==> config.mk <==
export PLATFORM = sky130hd
export DESIGN_NAME = ssta_cell
export DESIGN_NICKNAME = d
export VERILOG_FILES = /design/src/hdl/sorted_sparse_term_accumulator_unit_assert.svh /design/src/hdl/ssta_pkg.sv /design/src/hdl/ssta_cell.sv
export SDC_FILE = /design/constraint.sdc
export NUM_CORES = 1
export LEC_CHECK = 0
export BUFFER_PORTS_ARGS = -buffer_cell sky130_fd_sc_hd__buf_2
export CORE_UTILIZATION = 55
export CTS_CLUSTER_DIAMETER = 150
export DETAILED_ROUTE_END_ITERATION = 7
export GPL_TIMING_DRIVEN = 0
export PLACE_DENSITY = 0.82
export SLEW_MARGIN = 20
export SYNTH_ARGS = -nofsm -noshare
export SYNTH_HDL_FRONTEND = slang
export SYNTH_SLANG_ARGS = --single-unit
==> constraint.sdc <==
create_clock -name clk -period 5.98 [get_ports clk]
set_clock_uncertainty 0.15 [all_clocks]
set_input_delay 0.897 -clock clk [delete_from_list [all_inputs] [get_ports clk]]
set_output_delay 0.897 -clock clk [all_outputs]
set_load 0.01 [all_outputs]
==> src/hdl/sorted_sparse_term_accumulator_unit_assert.svh <==
// Assertion macros for the sorted sparse term accumulator.
// Each macro expects signals named clk and arst_n in the including scope.
`ifndef SORTED_SPARSE_TERM_ACCUMULATOR_UNIT_ASSERT_SVH
`define SORTED_SPARSE_TERM_ACCUMULATOR_UNIT_ASSERT_SVH

// Consequent must hold in the same cycle as the antecedent.
`define SSTA_ASSERT_SAME(label, ante, cons, msg) \
	label: assert property (@(posedge clk) disable iff (!arst_n) (ante) |-> (cons)) \
		else $error(msg);

// Consequent must hold in the cycle after the antecedent.
`define SSTA_ASSERT_NEXT(label, ante, cons, msg) \
	label: assert property (@(posedge clk) disable iff (!arst_n) (ante) |=> (cons)) \
		else $error(msg);

`endif

==> src/hdl/ssta_pkg.sv <==
// Shared types, constants and helpers for the sorted sparse term accumulator.
// No dependencies; compiled first.
`default_nettype none

package ssta_pkg;

	localparam int MAX_TERMS = 64;
	localparam int CNT_W     = $clog2(MAX_TERMS + 1);
	localparam int PH_W      = $clog2(MAX_TERMS);
	localparam int EXP_W     = 16;
	localparam int COEFF_W   = 32;
	localparam int KEY_W     = 2 * EXP_W;

	typedef enum logic [1:0] {
		CMD_ADD   = 2'd0,
		CMD_SHIFT = 2'd1,
		CMD_DUMP  = 2'd2,
		CMD_CLEAR = 2'd3
	} cmd_t;

	typedef logic [CNT_W-1:0] cnt_t;

	typedef struct packed {
		logic signed [EXP_W-1:0]   q;
		logic signed [EXP_W-1:0]   t;
		logic signed [COEFF_W-1:0] c;
	} term_t;

	// Operation broadcast to every cell of the row
	typedef enum logic [3:0] {
		CELL_HOLD,
		CELL_CMP,
		CELL_INS,
		CELL_DEL,
		CELL_MRG,
		CELL_SHF,
		CELL_SRT_EVEN,
		CELL_SRT_ODD,
		CELL_ROT
	} cell_op_t;

	typedef struct packed {
		cell_op_t op;
		term_t    arg;
		cnt_t     cnt;
	} cell_ctl_t;

	// Per-cell flags, OR-reduced across the row for the sequencer
	typedef struct packed {
		logic eq;
		logic sovf;
		logic szero;
		logic eovf;
	} cell_stat_t;

	// Sort key: t then q, sign bits flipped so unsigned compare gives signed order
	function automatic logic [KEY_W-1:0] key_of(input logic [EXP_W-1:0] q,
			input logic [EXP_W-1:0] t);
		return {~t[EXP_W-1], t[EXP_W-2:0], ~q[EXP_W-1], q[EXP_W-2:0]};
	endfunction

endpackage

`default_nettype wire

==> src/hdl/ssta_cell.sv <==
// One cell of the term row: holds a single term and its compare flags.
// Depends on ssta_pkg; neighbours are wired up by the top level.
`default_nettype none

module ssta_cell (
	input  logic                 clk,
	input  logic                 arst_n,
	input  ssta_pkg::cell_ctl_t  ctl,
	input  ssta_pkg::cnt_t       idx,
	input  ssta_pkg::term_t      prev_term,
	input  ssta_pkg::term_t      next_term,
	input  ssta_pkg::term_t      head_term,
	input  logic                 prev_ge,
	output ssta_pkg::term_t      term,
	output logic                 ge,
	output ssta_pkg::cell_stat_t stat
);
	import ssta_pkg::*;

	term_t              term_q;
	logic [COEFF_W-1:0] sum_q;
	logic               ge_q;
	logic               gee_q;
	cell_stat_t         stat_q;

	logic               valid;
	logic               left_ok;
	logic               right_ok;
	logic               is_left;
	logic               tail;
	logic               eq_now;
	logic               sum_ovf;
	logic               q_ovf;
	logic               t_ovf;
	cnt_t               idx_nx;
	logic [KEY_W-1:0]   own_key;
	logic [KEY_W-1:0]   arg_key;
	logic [KEY_W-1:0]   next_key;
	logic [KEY_W-1:0]   prev_key;
	logic [COEFF_W-1:0] sum;
	logic [EXP_W-1:0]   q_sh;
	logic [EXP_W-1:0]   t_sh;

	// Position within the held prefix
	assign idx_nx   = idx + cnt_t'(1);
	assign valid    = idx < ctl.cnt;
	assign tail     = idx_nx == ctl.cnt;
	assign left_ok  = idx_nx < ctl.cnt;
	assign right_ok = valid && (idx != '0);
	assign is_left  = idx[0] ^ (ctl.op == CELL_SRT_EVEN);

	// Keys
	assign own_key  = key_of(term_q.q, term_q.t);
	assign arg_key  = key_of(ctl.arg.q, ctl.arg.t);
	assign next_key = key_of(next_term.q, next_term.t);
	assign prev_key = key_of(prev_term.q, prev_term.t);
	assign eq_now   = valid && (own_key == arg_key);

	// Coefficient merge and exponent shift, both wrapping
	assign sum     = term_q.c + ctl.arg.c;
	assign sum_ovf = (term_q.c[COEFF_W-1] == ctl.arg.c[COEFF_W-1]) &&
		(sum[COEFF_W-1] != term_q.c[COEFF_W-1]);
	assign q_sh    = term_q.q + ctl.arg.q;
	assign t_sh    = term_q.t + ctl.arg.t;
	assign q_ovf   = (term_q.q[EXP_W-1] == ctl.arg.q[EXP_W-1]) &&
		(q_sh[EXP_W-1] != term_q.q[EXP_W-1]);
	assign t_ovf   = (term_q.t[EXP_W-1] == ctl.arg.t[EXP_W-1]) &&
		(t_sh[EXP_W-1] != term_q.t[EXP_W-1]);

	// Compare and overflow flags
	always_ff @(posedge clk or negedge arst_n) begin
		if (!arst_n) begin
			ge_q   <= 1'b0;
			gee_q  <= 1'b0;
			stat_q <= '0;
		end else begin
			case (ctl.op)
				CELL_CMP: begin
					ge_q         <= !valid || (own_key > arg_key);
					gee_q        <= !valid || (own_key >= arg_key);
					stat_q.eq    <= eq_now;
					stat_q.sovf  <= eq_now && sum_ovf;
					stat_q.szero <= eq_now && (sum == '0);
				end
				CELL_SHF: stat_q.eovf <= valid && (q_ovf || t_ovf);
				default: ;
			endcase
		end
	end

	// Term storage: insert, delete, merge, shift, sort and rotate
	always_ff @(posedge clk) begin
		if (ctl.op == CELL_CMP)
			sum_q <= sum;
		case (ctl.op) inside
			CELL_INS: begin
				if (prev_ge)
					term_q <= prev_term;
				else if (ge_q)
					term_q <= ctl.arg;
			end
			CELL_DEL: begin
				if (gee_q)
					term_q <= next_term;
			end
			CELL_MRG: begin
				if (stat_q.eq)
					term_q.c <= sum_q;
			end
			CELL_SHF: begin
				term_q.q <= q_sh;
				term_q.t <= t_sh;
			end
			CELL_SRT_EVEN, CELL_SRT_ODD: begin
				if (is_left && left_ok && (own_key > next_key))
					term_q <= next_term;
				else if (!is_left && right_ok && (prev_key > own_key))
					term_q <= prev_term;
			end
			CELL_ROT: begin
				if (tail)
					term_q <= head_term;
				else
					term_q <= next_term;
			end
			default: ;
		endcase
	end

	assign term = term_q;
	assign ge   = ge_q;
	assign stat = stat_q;

endmodule

`default_nettype wire

==> summary.txt <==
CTS
  – Clock root buffer master: clkbuf_16
  – Worst-Skew Late Latency: around 380 ps
  – Max Root-Sink Buffers: 2
  – TritonCTS clock tree: done
  – Num CTS Buffers: 9
  – Post-cts resize count: 0
  – Setup Buffers After CTS: 0
  – Number of hold buffers added after CTS: 0
  – Clk sinks: around 100
  – H-tree levels: 3
  – Worst-path clk slew: 90 ps

STA
  – RSZ-0062 raised after global routing: false
  – Post-route setup TNS: 0 ps
  – Minimum clock period: ~5600 ps
  – Min Hold Slack: ~200 ps
  – Slew headroom: 20.5%
  – Worst setup margin: 409 ps
  – Hold Violations, Final: 0
  – Part of the cycle the worst path needs: between 90% and 100%
  – # setup viols final: 0
  – F_max: roughly 180 MHz
  – Worst-Margin Slew: 1190 ps
  – Slew Limit Fails: 0

Routing
  – Wirelength, routed: approximately 60000 um
  – WL per Instance: approximately 25 um
  – Post-DRT Antenna Nets: 0
  – Via Count: between 15000 and 20000
  – Drt pass-1 iters: 8
  – DRC: 0
  – Iter 0 DRT Violations: just under 2000
  – DR vias/cell: ~6.8

Synthesis
  – EDFF count, synth: 96
  – Most frequent cell after synthesis: ha_1
  – Synth cell count leaders: ha_1, a21oi_1, inv_1
  – Netlist area before placement: about 14000 um2
  – Sequential share of the synthesized area: approximately 22%
  – Gate Count Post-Synth: around 1600
  – Yosys cell types: 89
  – Syn_nets: 2077
  – Post-synth top area share: 21.3%
  – Async SR Flop Fraction: about 5.9%
  – Ys flop type: edfxtp_1
  – Main area contributors after synthesis: edfxtp_1, ha_1, a21oi_1
  – Largest area contributor in the netlist: edfxtp_1
  – Ys Warns: 0
  – Synthesis-stage register bit count: ~100
  – Avg Cell Area, Syn: ~8.3 um2

Worst setup path
  – Critical Path Stages: 14
  – Max incr delay on CP: 770 ps
  – Minimum setup slack among reg-to-reg paths: about 1100 ps
  – Crit end category: flip-flop
  – Worst Path Buf+Inv: 4
  – Critical path class: in2reg
  – Crit path cell chain: buf_2 -> ha_1 -> nand3_1 -> xnor2_1 -> ha_1 -> nand4_1 -> nor4bb_1 -> clkbuf_1 -> nand2_1 -> o21ai_0 -> clkbuf_1 -> clkbuf_1 -> nor2_1 -> o21ai_0
  – Worst r2r path cells: 13
  – CP Max Fanout: 10
  – CP max stage cell: clkbuf_1
  – Crit path max-delay family: buffers and inverters
  – Worst Setup SP: idx[0]
  – Data required time of the worst path: between 6000 and 7000 ps
  – Crit path DAT: 5620 ps
  – CP dominant cell by count: clkbuf_1
  – RR Startpoint: term[45]
  – CP startpoint kind: input pin

Placement
  – DP Cell Count: around 2300
  – I/O Buffers: between 300 and 400
  – Post-DP HPWL: 45400 um
  – Place WS: 236 ps
  – Area of placed instances: about 16000 um2
  – GP Congestion: just over 1

Min path
  – Min-delay worst type: in2async

Floorplan
  – Chip Width: approximately 160 um
  – Height of the die: 159 um
  – IO Pins: 346
  – Core ar.: 24200 um2
  – Starting density of the core: between 50% and 60%
  – Core Rows: 57
  – Total die area: 25300 um2

Layout
  – Share of layout cells above drive strength 1: a little over a fifth
  – Final instance area: roughly 16000 um2
  – Nets@finish: about 2400
  – Final Non-Filler Cells: ~2300
  – P&R area growth vs syn: 18.9%

GRT
  – Total track usage: between 40% and 50%
  – Initial antenna violation count: 7
  – Number of global-route vias before repair: roughly 15000
  – First-pass GRT wire length: between 80000 and 90000 um
  – Pin count of the biggest net entering global routing: 20
  – Grt ovf: 0

Power
  – Pleak: 7.12 nW
  – Max IR drop VDD: roughly 150 uV
  – PwrDens: roughly 180 nW/um2

Run status
  – Status: completed

Run
  – Max-cap violation count: 0
==> final timing paths <==
path | to
min in group clk | stat[1]
min reg2reg | stat[1]
max reg2reg | term[41]
max | term[41]
min | stat[3]
max in group asynchronous | stat[2]
==> flip-flops by register name, indices dropped and copies added, names as in the netlist <==
register and count:
term 64, sum_q 32, stat 4, ge 1, gee_q 1
==> placed cells by master (no fill, tap or decap), drive strengths merged, types with 9 or more instances in the layout <==
| master | netlist | layout |
|---|---|---|
| a211oi | 48 | 48 |
| a21o | 29 | 29 |
| a21oi | 148 | 148 |
| a221o | 18 | 18 |
| a31oi | 11 | 11 |
| and2 | 10 | 10 |
| buf | 15 | 363 |
| clkbuf | 72 | 81 |
| edfxtp | 96 | 96 |
| ha | 173 | 173 |
| inv | 142 | 145 |
| mux2 | 25 | 25 |
| mux2i | 69 | 69 |
| nand2 | 76 | 76 |
| nand2b | 13 | 13 |
| nand3 | 25 | 25 |
| nand4 | 32 | 32 |
| nor2 | 115 | 115 |
| nor2b | 32 | 32 |
| nor3 | 32 | 32 |
| o211ai | 48 | 48 |
| o21a | 24 | 24 |
| o21ai | 82 | 82 |
| o21bai | 9 | 9 |
| o221ai | 25 | 25 |
| o22ai | 51 | 51 |
| o31ai | 9 | 9 |
| o32a | 15 | 15 |
| or3 | 12 | 12 |
| xnor2 | 37 | 37 |
| xor2 | 17 | 17 |
==> routing by layer <==
| layer | GRT usage (%) | vias to the layer above | share of wire, % |
|---|---|---|---|
| met5 | 0 | - | 0.019 |
| met4 | 27.0 | 2 | 6.4 |
| met3 | 8.26 | 260 | 12 |
| met2 | 73.1 | 1278 | 45 |
| met1 | 55.0 | 7267 | 37 |
| li1 | - | 6907 | - |
==> cell type report <==
class	instances	area, um2
fill	2099	8140
multi-input combinational	1293	9640
inverter	142	533
clock inverter	6	56.3
buffer	87	374
sequential	102	3030
timing repair buffer	348	1830
clock buffer	9	225
antenna	6	15.0
tap	324	405
==> cells by family after synthesis <==
logic type / count (synthesis) / synth area share, %
compound gates: 581 / 29.4
simple gates: 388 / 14.5
buf+inv: 229 / 6.69
fa+ha+maj: 176 / 16.4
flops: 102 / 22.4
mux: 94 / 7.17
xor+xnor: 54 / 3.49
==> power breakdown <==
part           total (mW)  leakage (nW)  switching [mW]  internal, mW
sequential          0.918         0.969          0.0547         0.863
combinational        1.36          6.01           0.819         0.543
clock               0.639         0.136           0.347         0.291
==> metrics by stage <==
| stage | power, mW | utilization (%) |
|---|---|---|
| after CTS | 2.86 | 66.4 |
| after global placement | 2.21 | 64.6 |
| after global routing | 3.03 | 66.4 |
| final | 2.92 | 66.4 |
| after floorplan | 1.75 | - |
| after detailed placement | 2.24 | 65.2 |
No activity file was read; power rests on OpenSTA's default activity.
