--- src/hdl/sorted_sparse_term_accumulator_unit_assert.svh ---
// Assertion macros for the sorted sparse term accumulator.
// Each macro expects signals named clk and arst_n in the including scope.
`ifndef SORTED_SPARSE_TERM_ACCUMULATOR_UNIT_ASSERT_SVH
`define SORTED_SPARSE_TERM_ACCUMULATOR_UNIT_ASSERT_SVH

// Consequent must hold in the same cycle as the antecedent.
`define SSTA_ASSERT_SAME(label, ante, cons, msg) \
	label: assert property (@(posedge clk) disable iff (!arst_n) (ante) |-> (cons)) \
		else $error(msg);

// Consequent must hold in the cycle after the antecedent.
`define SSTA_ASSERT_NEXT(label, ante, cons, msg) \
	label: assert property (@(posedge clk) disable iff (!arst_n) (ante) |=> (cons)) \
		else $error(msg);

`endif

--- src/hdl/ssta_pkg.sv ---
// Shared types, constants and helpers for the sorted sparse term accumulator.
// No dependencies; compiled first.
`default_nettype none

package ssta_pkg;

	localparam int MAX_TERMS = 64;
	localparam int CNT_W     = $clog2(MAX_TERMS + 1);
	localparam int PH_W      = $clog2(MAX_TERMS);
	localparam int EXP_W     = 16;
	localparam int COEFF_W   = 32;
	localparam int KEY_W     = 2 * EXP_W;

	typedef enum logic [1:0] {
		CMD_ADD   = 2'd0,
		CMD_SHIFT = 2'd1,
		CMD_DUMP  = 2'd2,
		CMD_CLEAR = 2'd3
	} cmd_t;

	typedef logic [CNT_W-1:0] cnt_t;

	typedef struct packed {
		logic signed [EXP_W-1:0]   q;
		logic signed [EXP_W-1:0]   t;
		logic signed [COEFF_W-1:0] c;
	} term_t;

	// Operation broadcast to every cell of the row
	typedef enum logic [3:0] {
		CELL_HOLD,
		CELL_CMP,
		CELL_INS,
		CELL_DEL,
		CELL_MRG,
		CELL_SHF,
		CELL_SRT_EVEN,
		CELL_SRT_ODD,
		CELL_ROT
	} cell_op_t;

	typedef struct packed {
		cell_op_t op;
		term_t    arg;
		cnt_t     cnt;
	} cell_ctl_t;

	// Per-cell flags, OR-reduced across the row for the sequencer
	typedef struct packed {
		logic eq;
		logic sovf;
		logic szero;
		logic eovf;
	} cell_stat_t;

	// Sort key: t then q, sign bits flipped so unsigned compare gives signed order
	function automatic logic [KEY_W-1:0] key_of(input logic [EXP_W-1:0] q,
			input logic [EXP_W-1:0] t);
		return {~t[EXP_W-1], t[EXP_W-2:0], ~q[EXP_W-1], q[EXP_W-2:0]};
	endfunction

endpackage

`default_nettype wire

--- src/hdl/ssta_chan_if.sv ---
// Valid/ready channel interfaces for command items and result items.
// Depends on ssta_pkg for field widths.
`default_nettype none

interface ssta_in_if;
	logic                               valid;
	logic                               ready;
	logic [1:0]                         command;
	logic signed [ssta_pkg::EXP_W-1:0]   q_exp;
	logic signed [ssta_pkg::EXP_W-1:0]   t_exp;
	logic signed [ssta_pkg::COEFF_W-1:0] coeff;

	modport source (output valid, command, q_exp, t_exp, coeff, input ready);
	modport sink (input valid, command, q_exp, t_exp, coeff, output ready);
endinterface

interface ssta_out_if;
	logic                               valid;
	logic                               ready;
	logic signed [ssta_pkg::EXP_W-1:0]   term_q;
	logic signed [ssta_pkg::EXP_W-1:0]   term_t;
	logic signed [ssta_pkg::COEFF_W-1:0] term_coeff;
	logic                               last;
	logic [ssta_pkg::CNT_W-1:0]          term_count;
	logic                               dropped;
	logic                               overflow;
	logic                               empty_res;

	modport source (output valid, term_q, term_t, term_coeff, last, term_count, dropped,
		overflow, empty_res, input ready);
	modport sink (input valid, term_q, term_t, term_coeff, last, term_count, dropped,
		overflow, empty_res, output ready);
endinterface

`default_nettype wire

--- src/hdl/ssta_ctrl.sv ---
// Sequencer for the term row: takes command items, drives the cell operation
// and holds the result register. Depends on ssta_pkg and the channel interfaces.
`default_nettype none
`include "sorted_sparse_term_accumulator_unit_assert.svh"

module ssta_ctrl (
	input  logic                 clk,
	input  logic                 arst_n,
	ssta_in_if.sink              req,
	ssta_out_if.source           rsp,
	input  ssta_pkg::term_t      head_term,
	input  ssta_pkg::cell_stat_t any_stat,
	output ssta_pkg::cell_ctl_t  ctl
);
	import ssta_pkg::*;

	typedef enum logic [2:0] {
		S_IDLE,
		S_CMP,
		S_UPD,
		S_SHF,
		S_SCHK,
		S_SORT,
		S_DUMP,
		S_RES
	} state_t;

	localparam cnt_t           MAX_CNT = cnt_t'(MAX_TERMS);
	localparam logic [PH_W-1:0] PH_LAST = PH_W'(MAX_TERMS - 1);

	state_t          state_q;
	term_t           arg_q;
	cnt_t            cnt_q;
	cnt_t            dmp_q;
	logic [PH_W-1:0] ph_q;
	logic            drp_q;
	logic            ovf_q;
	logic            emp_q;

	logic            out_free;
	logic            load_res;
	cnt_t            dmp_nx;

	assign out_free  = !rsp.valid || rsp.ready;
	assign load_res  = ((state_q == S_DUMP) || (state_q == S_RES)) && out_free;
	assign dmp_nx    = dmp_q + cnt_t'(1);
	assign req.ready = state_q == S_IDLE;

	// Cell operation for this cycle
	always_comb begin
		ctl.arg = arg_q;
		ctl.cnt = cnt_q;
		ctl.op  = CELL_HOLD;
		unique case (state_q)
			S_CMP:  ctl.op = CELL_CMP;
			S_UPD: begin
				if (any_stat.eq)
					ctl.op = any_stat.szero ? CELL_DEL : CELL_MRG;
				else if (cnt_q != MAX_CNT)
					ctl.op = CELL_INS;
			end
			S_SHF:  ctl.op = CELL_SHF;
			S_SORT: ctl.op = ph_q[0] ? CELL_SRT_ODD : CELL_SRT_EVEN;
			S_DUMP: begin
				if (out_free)
					ctl.op = CELL_ROT;
			end
			default: ;
		endcase
	end

	// State, count, flags and result register
	always_ff @(posedge clk or negedge arst_n) begin
		if (!arst_n) begin
			state_q        <= S_IDLE;
			arg_q          <= '0;
			cnt_q          <= '0;
			dmp_q          <= '0;
			ph_q           <= '0;
			drp_q          <= 1'b0;
			ovf_q          <= 1'b0;
			emp_q          <= 1'b0;
			rsp.valid      <= 1'b0;
			rsp.term_q     <= '0;
			rsp.term_t     <= '0;
			rsp.term_coeff <= '0;
			rsp.last       <= 1'b0;
			rsp.term_count <= '0;
			rsp.dropped    <= 1'b0;
			rsp.overflow   <= 1'b0;
			rsp.empty_res  <= 1'b0;
		end else begin
			// result register loads or drains
			if (load_res)
				rsp.valid <= 1'b1;
			else if (rsp.ready)
				rsp.valid <= 1'b0;
			unique case (state_q)
				S_IDLE: begin
					if (req.valid) begin
						arg_q.q <= req.q_exp;
						arg_q.t <= req.t_exp;
						arg_q.c <= req.coeff;
						drp_q   <= 1'b0;
						ovf_q   <= 1'b0;
						emp_q   <= 1'b0;
						dmp_q   <= '0;
						unique case (cmd_t'(req.command))
							CMD_ADD:   state_q <= (req.coeff != '0) ? S_CMP : S_RES;
							CMD_SHIFT: state_q <= S_SHF;
							CMD_DUMP: begin
								if (cnt_q == '0) begin
									emp_q   <= 1'b1;
									state_q <= S_RES;
								end else begin
									state_q <= S_DUMP;
								end
							end
							CMD_CLEAR: begin
								cnt_q   <= '0;
								state_q <= S_RES;
							end
							default: state_q <= S_RES;
						endcase
					end
				end
				S_CMP: state_q <= S_UPD;
				S_UPD: begin
					if (any_stat.eq) begin
						ovf_q <= any_stat.sovf;
						if (any_stat.szero)
							cnt_q <= cnt_q - cnt_t'(1);
					end else if (cnt_q == MAX_CNT) begin
						drp_q <= 1'b1;
					end else begin
						cnt_q <= cnt_q + cnt_t'(1);
					end
					state_q <= S_RES;
				end
				S_SHF: state_q <= S_SCHK;
				S_SCHK: begin
					if (any_stat.eovf) begin
						ovf_q   <= 1'b1;
						ph_q    <= '0;
						state_q <= S_SORT;
					end else begin
						state_q <= S_RES;
					end
				end
				S_SORT: begin
					if (ph_q == PH_LAST)
						state_q <= S_RES;
					else
						ph_q <= ph_q + PH_W'(1);
				end
				S_DUMP: begin
					if (out_free) begin
						rsp.term_q     <= head_term.q;
						rsp.term_t     <= head_term.t;
						rsp.term_coeff <= head_term.c;
						rsp.last       <= dmp_nx == cnt_q;
						rsp.term_count <= cnt_q;
						rsp.dropped    <= 1'b0;
						rsp.overflow   <= 1'b0;
						rsp.empty_res  <= 1'b0;
						dmp_q          <= dmp_nx;
						if (dmp_nx == cnt_q)
							state_q <= S_IDLE;
					end
				end
				S_RES: begin
					if (out_free) begin
						rsp.term_q     <= '0;
						rsp.term_t     <= '0;
						rsp.term_coeff <= '0;
						rsp.last       <= 1'b1;
						rsp.term_count <= cnt_q;
						rsp.dropped    <= drp_q;
						rsp.overflow   <= ovf_q;
						rsp.empty_res  <= emp_q;
						state_q        <= S_IDLE;
					end
				end
				default: state_q <= S_IDLE;
			endcase
		end
	end

	// Checks
	`SSTA_ASSERT_SAME(a_cnt_range, 1'b1, cnt_q <= MAX_CNT, "term count beyond table size")
	`SSTA_ASSERT_NEXT(a_accept_busy, req.valid && req.ready, state_q != S_IDLE,
		"sequencer idle right after taking an item")
	`SSTA_ASSERT_NEXT(a_dump_end, (state_q == S_DUMP) && out_free && (dmp_nx == cnt_q),
		(state_q == S_IDLE) && rsp.valid && rsp.last, "dump did not close with last")
	`SSTA_ASSERT_NEXT(a_insert_grow,
		(state_q == S_UPD) && !any_stat.eq && (cnt_q != MAX_CNT),
		cnt_q == $past(cnt_q) + cnt_t'(1), "insert did not grow the table")

endmodule

`default_nettype wire

--- src/flat_wrapper.sv ---
// flat-port wrapper written by rule: the top's interface ports become plain ports
module ssta_ctrl_flat import ssta_pkg::*;
  (clk, arst_n, head_term, any_stat, ctl, req_valid, req_command, req_q_exp, req_t_exp, req_coeff, req_ready, rsp_valid, rsp_term_q, rsp_term_t, rsp_term_coeff, rsp_last, rsp_term_count, rsp_dropped, rsp_overflow, rsp_empty_res, rsp_ready);
  ssta_in_if req_i ();
  ssta_out_if rsp_i ();
  input  logic clk;
  input  logic arst_n;
  input  ssta_pkg::term_t head_term;
  input  ssta_pkg::cell_stat_t any_stat;
  output ssta_pkg::cell_ctl_t ctl;
  input wire logic [$bits(req_i.valid)-1:0] req_valid;
  input wire logic [$bits(req_i.command)-1:0] req_command;
  input wire logic [$bits(req_i.q_exp)-1:0] req_q_exp;
  input wire logic [$bits(req_i.t_exp)-1:0] req_t_exp;
  input wire logic [$bits(req_i.coeff)-1:0] req_coeff;
  output wire logic [$bits(req_i.ready)-1:0] req_ready;
  output wire logic [$bits(rsp_i.valid)-1:0] rsp_valid;
  output wire logic [$bits(rsp_i.term_q)-1:0] rsp_term_q;
  output wire logic [$bits(rsp_i.term_t)-1:0] rsp_term_t;
  output wire logic [$bits(rsp_i.term_coeff)-1:0] rsp_term_coeff;
  output wire logic [$bits(rsp_i.last)-1:0] rsp_last;
  output wire logic [$bits(rsp_i.term_count)-1:0] rsp_term_count;
  output wire logic [$bits(rsp_i.dropped)-1:0] rsp_dropped;
  output wire logic [$bits(rsp_i.overflow)-1:0] rsp_overflow;
  output wire logic [$bits(rsp_i.empty_res)-1:0] rsp_empty_res;
  input wire logic [$bits(rsp_i.ready)-1:0] rsp_ready;
  assign req_i.valid = req_valid;
  assign req_i.command = req_command;
  assign req_i.q_exp = req_q_exp;
  assign req_i.t_exp = req_t_exp;
  assign req_i.coeff = req_coeff;
  assign req_ready = req_i.ready;
  assign rsp_valid = rsp_i.valid;
  assign rsp_term_q = rsp_i.term_q;
  assign rsp_term_t = rsp_i.term_t;
  assign rsp_term_coeff = rsp_i.term_coeff;
  assign rsp_last = rsp_i.last;
  assign rsp_term_count = rsp_i.term_count;
  assign rsp_dropped = rsp_i.dropped;
  assign rsp_overflow = rsp_i.overflow;
  assign rsp_empty_res = rsp_i.empty_res;
  assign rsp_i.ready = rsp_ready;
  ssta_ctrl u_core (.clk(clk), .arst_n(arst_n), .req(req_i), .rsp(rsp_i), .head_term(head_term), .any_stat(any_stat), .ctl(ctl));
endmodule
--- config.mk ---
export PLATFORM = sky130hd
export DESIGN_NAME = ssta_ctrl_flat
export DESIGN_NICKNAME = d
export VERILOG_FILES = /design/src/hdl/ssta_pkg.sv /design/src/hdl/ssta_chan_if.sv /design/src/hdl/ssta_ctrl.sv /design/src/flat_wrapper.sv
export VERILOG_INCLUDE_DIRS = /design/src /design/src/hdl
export SDC_FILE = /design/constraint.sdc
export NUM_CORES = 1
export LEC_CHECK = 0
export ABC_CLOCK_PERIOD_IN_PS = 2300
export BUFFER_PORTS_ARGS = -buffer_cell sky130_fd_sc_hd__buf_2
export CAP_MARGIN = 30
export CELL_PAD_IN_SITES_DETAIL_PLACEMENT = 1
export CELL_PAD_IN_SITES_GLOBAL_PLACEMENT = 2
export CORE_MARGIN = 5
export CORE_UTILIZATION = 27
export DETAILED_ROUTE_END_ITERATION = 8
export PLACE_DENSITY_LB_ADDON = 0.1
export SYNTH_ARGS = -nofsm -noshare
export SYNTH_HDL_FRONTEND = slang
export SYNTH_SLANG_ARGS = --single-unit
--- constraint.sdc ---
create_clock -name clk -period 2.3 [get_ports clk]
set_clock_uncertainty 0.2 [all_clocks]
set_input_delay 0.345 -clock clk [delete_from_list [all_inputs] [get_ports clk]]
set_output_delay 0.345 -clock clk [all_outputs]
set_load 0.005 [all_outputs]
==> results <==
- The flow ran to the end, and the final reports show no timing, DRC or antenna violations.
- Measured in cells, the most critical reg-to-reg path has a length of 8.
- The post-synthesis adder-cell area fraction is 1.50%.
- The worst path uses 97.0% of the clock period.
- Setup repair after global routing could not meet its margin everywhere.
- TritonCTS built the clock tree.
- After synthesis, the share of cell area in mux cells is 0.435%.
- The post-layout total power is 0.0137 W.
- The synthesized-area fraction occupied by and/or/nand/nor cells is 29.9%.
- The endpoint identified for the worst register-to-register timing path is u_core.state_q[2].
- Detailed routing inserted a total of 7303 vias.
- Across the VDD grid, the largest voltage drop is 0.639 mV.
- For this run, the detailed router's first-pass iteration total came to 4.
- The most critical setup path has its endpoint at ctl[72].
- Summing the areas of all compound-gate instances in the mapped netlist gives 5.81% of the synthesized area.
- The delay of the slowest cell on the worst path is 430 ps.
- The final period demand of the worst path is 2230 ps.
- The remaining antenna violation count after routing is 0.
- The core region is 0.0261 mm^2.
- Counting both buffers and inverters, the worst setup path holds a total of 1.
- Entering global routing, the biggest net connects 75 pins.
- The half-perimeter wire length of the detailed placement result is 18500 um.
- The chip height is 173 um.
- The number of DRC violations after detailed-routing iteration 0 is 294.
- The finished cells cover 0.0113 mm^2.
- In this run, CTS created clock tree buffers numbering 17.
- Synthesis produced 817 cells.
- Including well taps, the total number of placed cells is 1426.
- Relative to the synthesized area, the layout overhead comes to 57.1%.
- The maximum clock insertion buffer count is 2.
- The library cells used most frequently in the layout, excluding fill and tap cells, are 369 x sky130_fd_sc_hd__nand2_1, 288 x sky130_fd_sc_hd__buf_2, 161 x sky130_fd_sc_hd__dfrtp_1.
- The first global-routing pass estimated 44000 um of wire.
- The actual transition at the worst max-transition pin is 616 ps.
- The starting density of the core is 27.5%.
- The via count of the first global-routing pass is 7914.
- The synthesized design devotes to its leading area cell type 57.8% of total area.
- The top fanout value on the critical path is 3.
- The layout has 3099 filler cells.
- The worst endpoint required time is 1750 ps.
- Power spread over the standard cell area amounts to 1210 mW/mm^2.
- The net count of the finished layout is 1395.
- The number of placement rows is 59.
- The mean instance size in the synthesized netlist is 8.80 um^2.
- The peak clock frequency supported by timing is 0.448 GHz.
- The cell family contributing the most delay on the critical path is simple AND/OR/NAND/NOR gates.
- The post-detailed-route DRC marker count is 0.
- Summing the areas of all xor and xnor instances in the mapped netlist gives 1.58% of the synthesized area.
- The clock sink count is 166.
- Summed over all layers, the global routing overflow is 0.
- Setup violations remaining at the end of the flow were counted as 0.
- By area, the combinational part of the netlist is dominated by simple AND/OR/NAND/NOR gates.
- The number of levels the H-tree was split into is 4.
- The proportion of synthesized chip area in sequential cells is 57.8%.
- Routability-driven placement finished with a final weighted congestion of 0.744.
- The total wire length after detailed routing is 27000 um.
- After synthesis, the cell types taking the most area are sky130_fd_sc_hd__dfrtp_1 58%, sky130_fd_sc_hd__nand2_1 19%, sky130_fd_sc_hd__nand3_1 5.3%, sky130_fd_sc_hd__o21ai_0 1.6%, sky130_fd_sc_hd__ha_1 1.2%.
- The count of buffers added on input and output ports is 289.
- Synthesis instantiated 51 different standard cells from the library.
- The sort of element at the start of the critical path is a flip-flop.
- The routed length per instance is 16.9 um.
- 290 I/O pins were placed.
- The via count normalized by instance count is 4.57.
- The number of antenna violations at the first check in global routing is 3.
- Counting flops and latches in the post-synthesis netlist gives 166.
- Clock latency on the worst-skew pair, taken at its later pin, is 430 ps.
- The worst pin sits at a relative slew slack of 58.9%.
- Clock-pin slew was measured on the worst setup and hold paths at 70 ps.
- The fraction of layout instances using a drive strength above 1 is 30.5%.
- The placed instance area is 0.00923 mm^2.
- The die covers 0.0300 mm^2.
- The number of pins exceeding their max-slew limit in the final report was 0.
- The critical path depth is 5.
- The number of max-capacitance violations reported is 0.
- The largest area contributor in the synthesized netlist is sky130_fd_sc_hd__dfrtp_1.
- CTS placed an instance of sky130_fd_sc_hd__clkbuf_16 at the clock tree root.
- Excluding fillers, the count of instances in the completed layout stands at 1598.
- The setup path with the least slack is of type reg2out.
- For the worst setup path, the data arrival time is 1690 ps.
- The hold violation total from the final report is 0.
- The static power due to leakage is 6.10 nW.
- The aggregate global-route resource usage is 18.0%.
- The startpoint of the lowest-slack register-to-register path is u_core.dmp_q[0].
- The slowest stage of the critical path belongs to the cell sky130_fd_sc_hd__dfrtp_2.
- The worst setup path is captured at a primary output.
- The most common library cell in the layout ignoring fill and taps is sky130_fd_sc_hd__nand2_1.
- The most common flop cell mapped by yosys is sky130_fd_sc_hd__dfrtp_1.
- Yosys printed 0 warnings.
- In this run the register-to-register setup slack is 90 ps.
- The mapped netlist covers 0.00719 mm^2.
- The number of nets in the synthesized netlist is 963.
- In this run, synthesis inferred 0 flip-flops with an integrated enable.
- Tracing the worst setup path back leads to its startpoint at u_core.cnt_q[0].
- The signal on the critical path passes through nor4_4 -> nand4_1 -> nand3_2 -> nand2_1 -> buf_2.
- The cell depth of the worst hold path is 3.
- The horizontal extent of the die is 173 um.
- In the synthesized netlist the async set-or-reset flop fraction comes to 100%.
- The min-delay analysis places its worst path in the category in2reg.
## cell usage after synthesis, types with 2 or more instances
| master | n |
|---|---|
| sky130_fd_sc_hd__a21o_1 | 2 |
| sky130_fd_sc_hd__a21oi_1 | 10 |
| sky130_fd_sc_hd__a22o_1 | 2 |
| sky130_fd_sc_hd__a2bb2oi_1 | 2 |
| sky130_fd_sc_hd__a31oi_1 | 2 |
| sky130_fd_sc_hd__and3_1 | 5 |
| sky130_fd_sc_hd__buf_1 | 9 |
| sky130_fd_sc_hd__buf_2 | 13 |
| sky130_fd_sc_hd__clkbuf_1 | 22 |
| sky130_fd_sc_hd__dfrtp_1 | 166 |
| sky130_fd_sc_hd__ha_1 | 7 |
| sky130_fd_sc_hd__inv_1 | 8 |
| sky130_fd_sc_hd__mux2i_1 | 2 |
| sky130_fd_sc_hd__nand2_1 | 371 |
| sky130_fd_sc_hd__nand2b_1 | 2 |
| sky130_fd_sc_hd__nand3_1 | 76 |
| sky130_fd_sc_hd__nand3b_1 | 3 |
| sky130_fd_sc_hd__nand4_1 | 5 |
| sky130_fd_sc_hd__nor2_1 | 14 |
| sky130_fd_sc_hd__nor2b_1 | 6 |
| sky130_fd_sc_hd__nor3_1 | 12 |
| sky130_fd_sc_hd__nor4_1 | 9 |
| sky130_fd_sc_hd__o211ai_1 | 2 |
| sky130_fd_sc_hd__o21ai_0 | 23 |
| sky130_fd_sc_hd__o22ai_1 | 2 |
| sky130_fd_sc_hd__o31ai_1 | 5 |
| sky130_fd_sc_hd__or3_1 | 2 |
| sky130_fd_sc_hd__xnor2_1 | 8 |
| sky130_fd_sc_hd__xor2_1 | 5 |
## cell families (layout without fill, tap and decap cells)
logic type	after synthesis	count (layout)
DFF	166	166
AOI/OAI and AO/OA	62	62
buffers and inverters	53	498
other	0	1
xor gates and xnor gates	13	13
muxes	3	3
and+or+nand+nor	512	512
adders and majority gates	8	8
## metrics by stage
stage / utilization, % / setup TNS (ps) / worst slack [ps] / hold slack, ps
final: 43.2 / 0 / 68.1 / 49.5
after global routing: 43.2 / -142 / -57.2 / 58.0
after CTS: 43.0 / -43.4 / -43.4 / 36.5
after detailed placement: 35.3 / 0 / 84.2 / 184
after global placement: 35.3 / 0 / 82.2 / 183
after floorplan: - / 0 / 237 / -151
## power breakdown
part	switching (W)	internal (W)
Clock	0.00132	0.00189
Sequential	0.000752	0.00411
Combinational	0.00318	0.00242
Total	0.00526	0.00842
## worst min-delay path: cells and delay by family
kind,cells,cell delay (ps)
buffers and inverters,1,130
AOI/OAI and AO/OA,1,70
and+or+nand+nor,1,80
## area by class of cell
class | count | area, um^2 | share of cell area, %
Sequential cell | 166 | 4160 | 36.8
Timing Repair Buffer | 458 | 3140 | 27.8
Multi-Input combinational cell | 598 | 2890 | 25.6
Clock buffer | 19 | 443 | 3.92
Tap cell | 335 | 419 | 3.71
Clock inverter | 13 | 206 | 1.83
Inverter | 8 | 30.0 | 0.266
Antenna cell | 1 | 2.50 | 0.0222
## flip-flops by register name, indices dropped and copies added, names as in the netlist, 3 cells and up
signal and cells:
u_core.cnt_q 7, u_core.ctl 64, u_core.dmp_q 7, u_core.ph_q 6, u_core.rsp.term_coeff 32, u_core.rsp.term_count 7
u_core.rsp.term_q 16, u_core.rsp.term_t 16, u_core.state_q 3
## worst min-delay path by stage
stage                               from               endpoint  slack (ps)
after floorplan                   arst_n        u_core.cnt_q[0]        -150
after global placement            arst_n  u_core.rsp.term_q[14]         180
after detailed placement          arst_n  u_core.rsp.term_q[14]         180
after CTS                 req_command[1]           u_core.emp_q          40
after global routing      req_command[1]           u_core.emp_q          60
final                     req_command[1]           u_core.emp_q          50
## what timing repair did
action                                  in CTS  in global routing
pin swaps                                    4                  3
gates resized for setup                     11                  4
endpoints found under the setup margin       4                  7
buffers inserted                             6                  4
hold endpoints to repair                   174                  0
hold buffers                               129                  0
## metal layers
metal	routed length, um	GRT usage [%]	up-vias
met5	28	0	-
met4	734	5.82	6
met3	1610	5.59	45
met2	12500	29.1	217
met1	12100	23.1	3493
li1	-	-	3542
No activity file was read; power rests on OpenSTA's default activity.
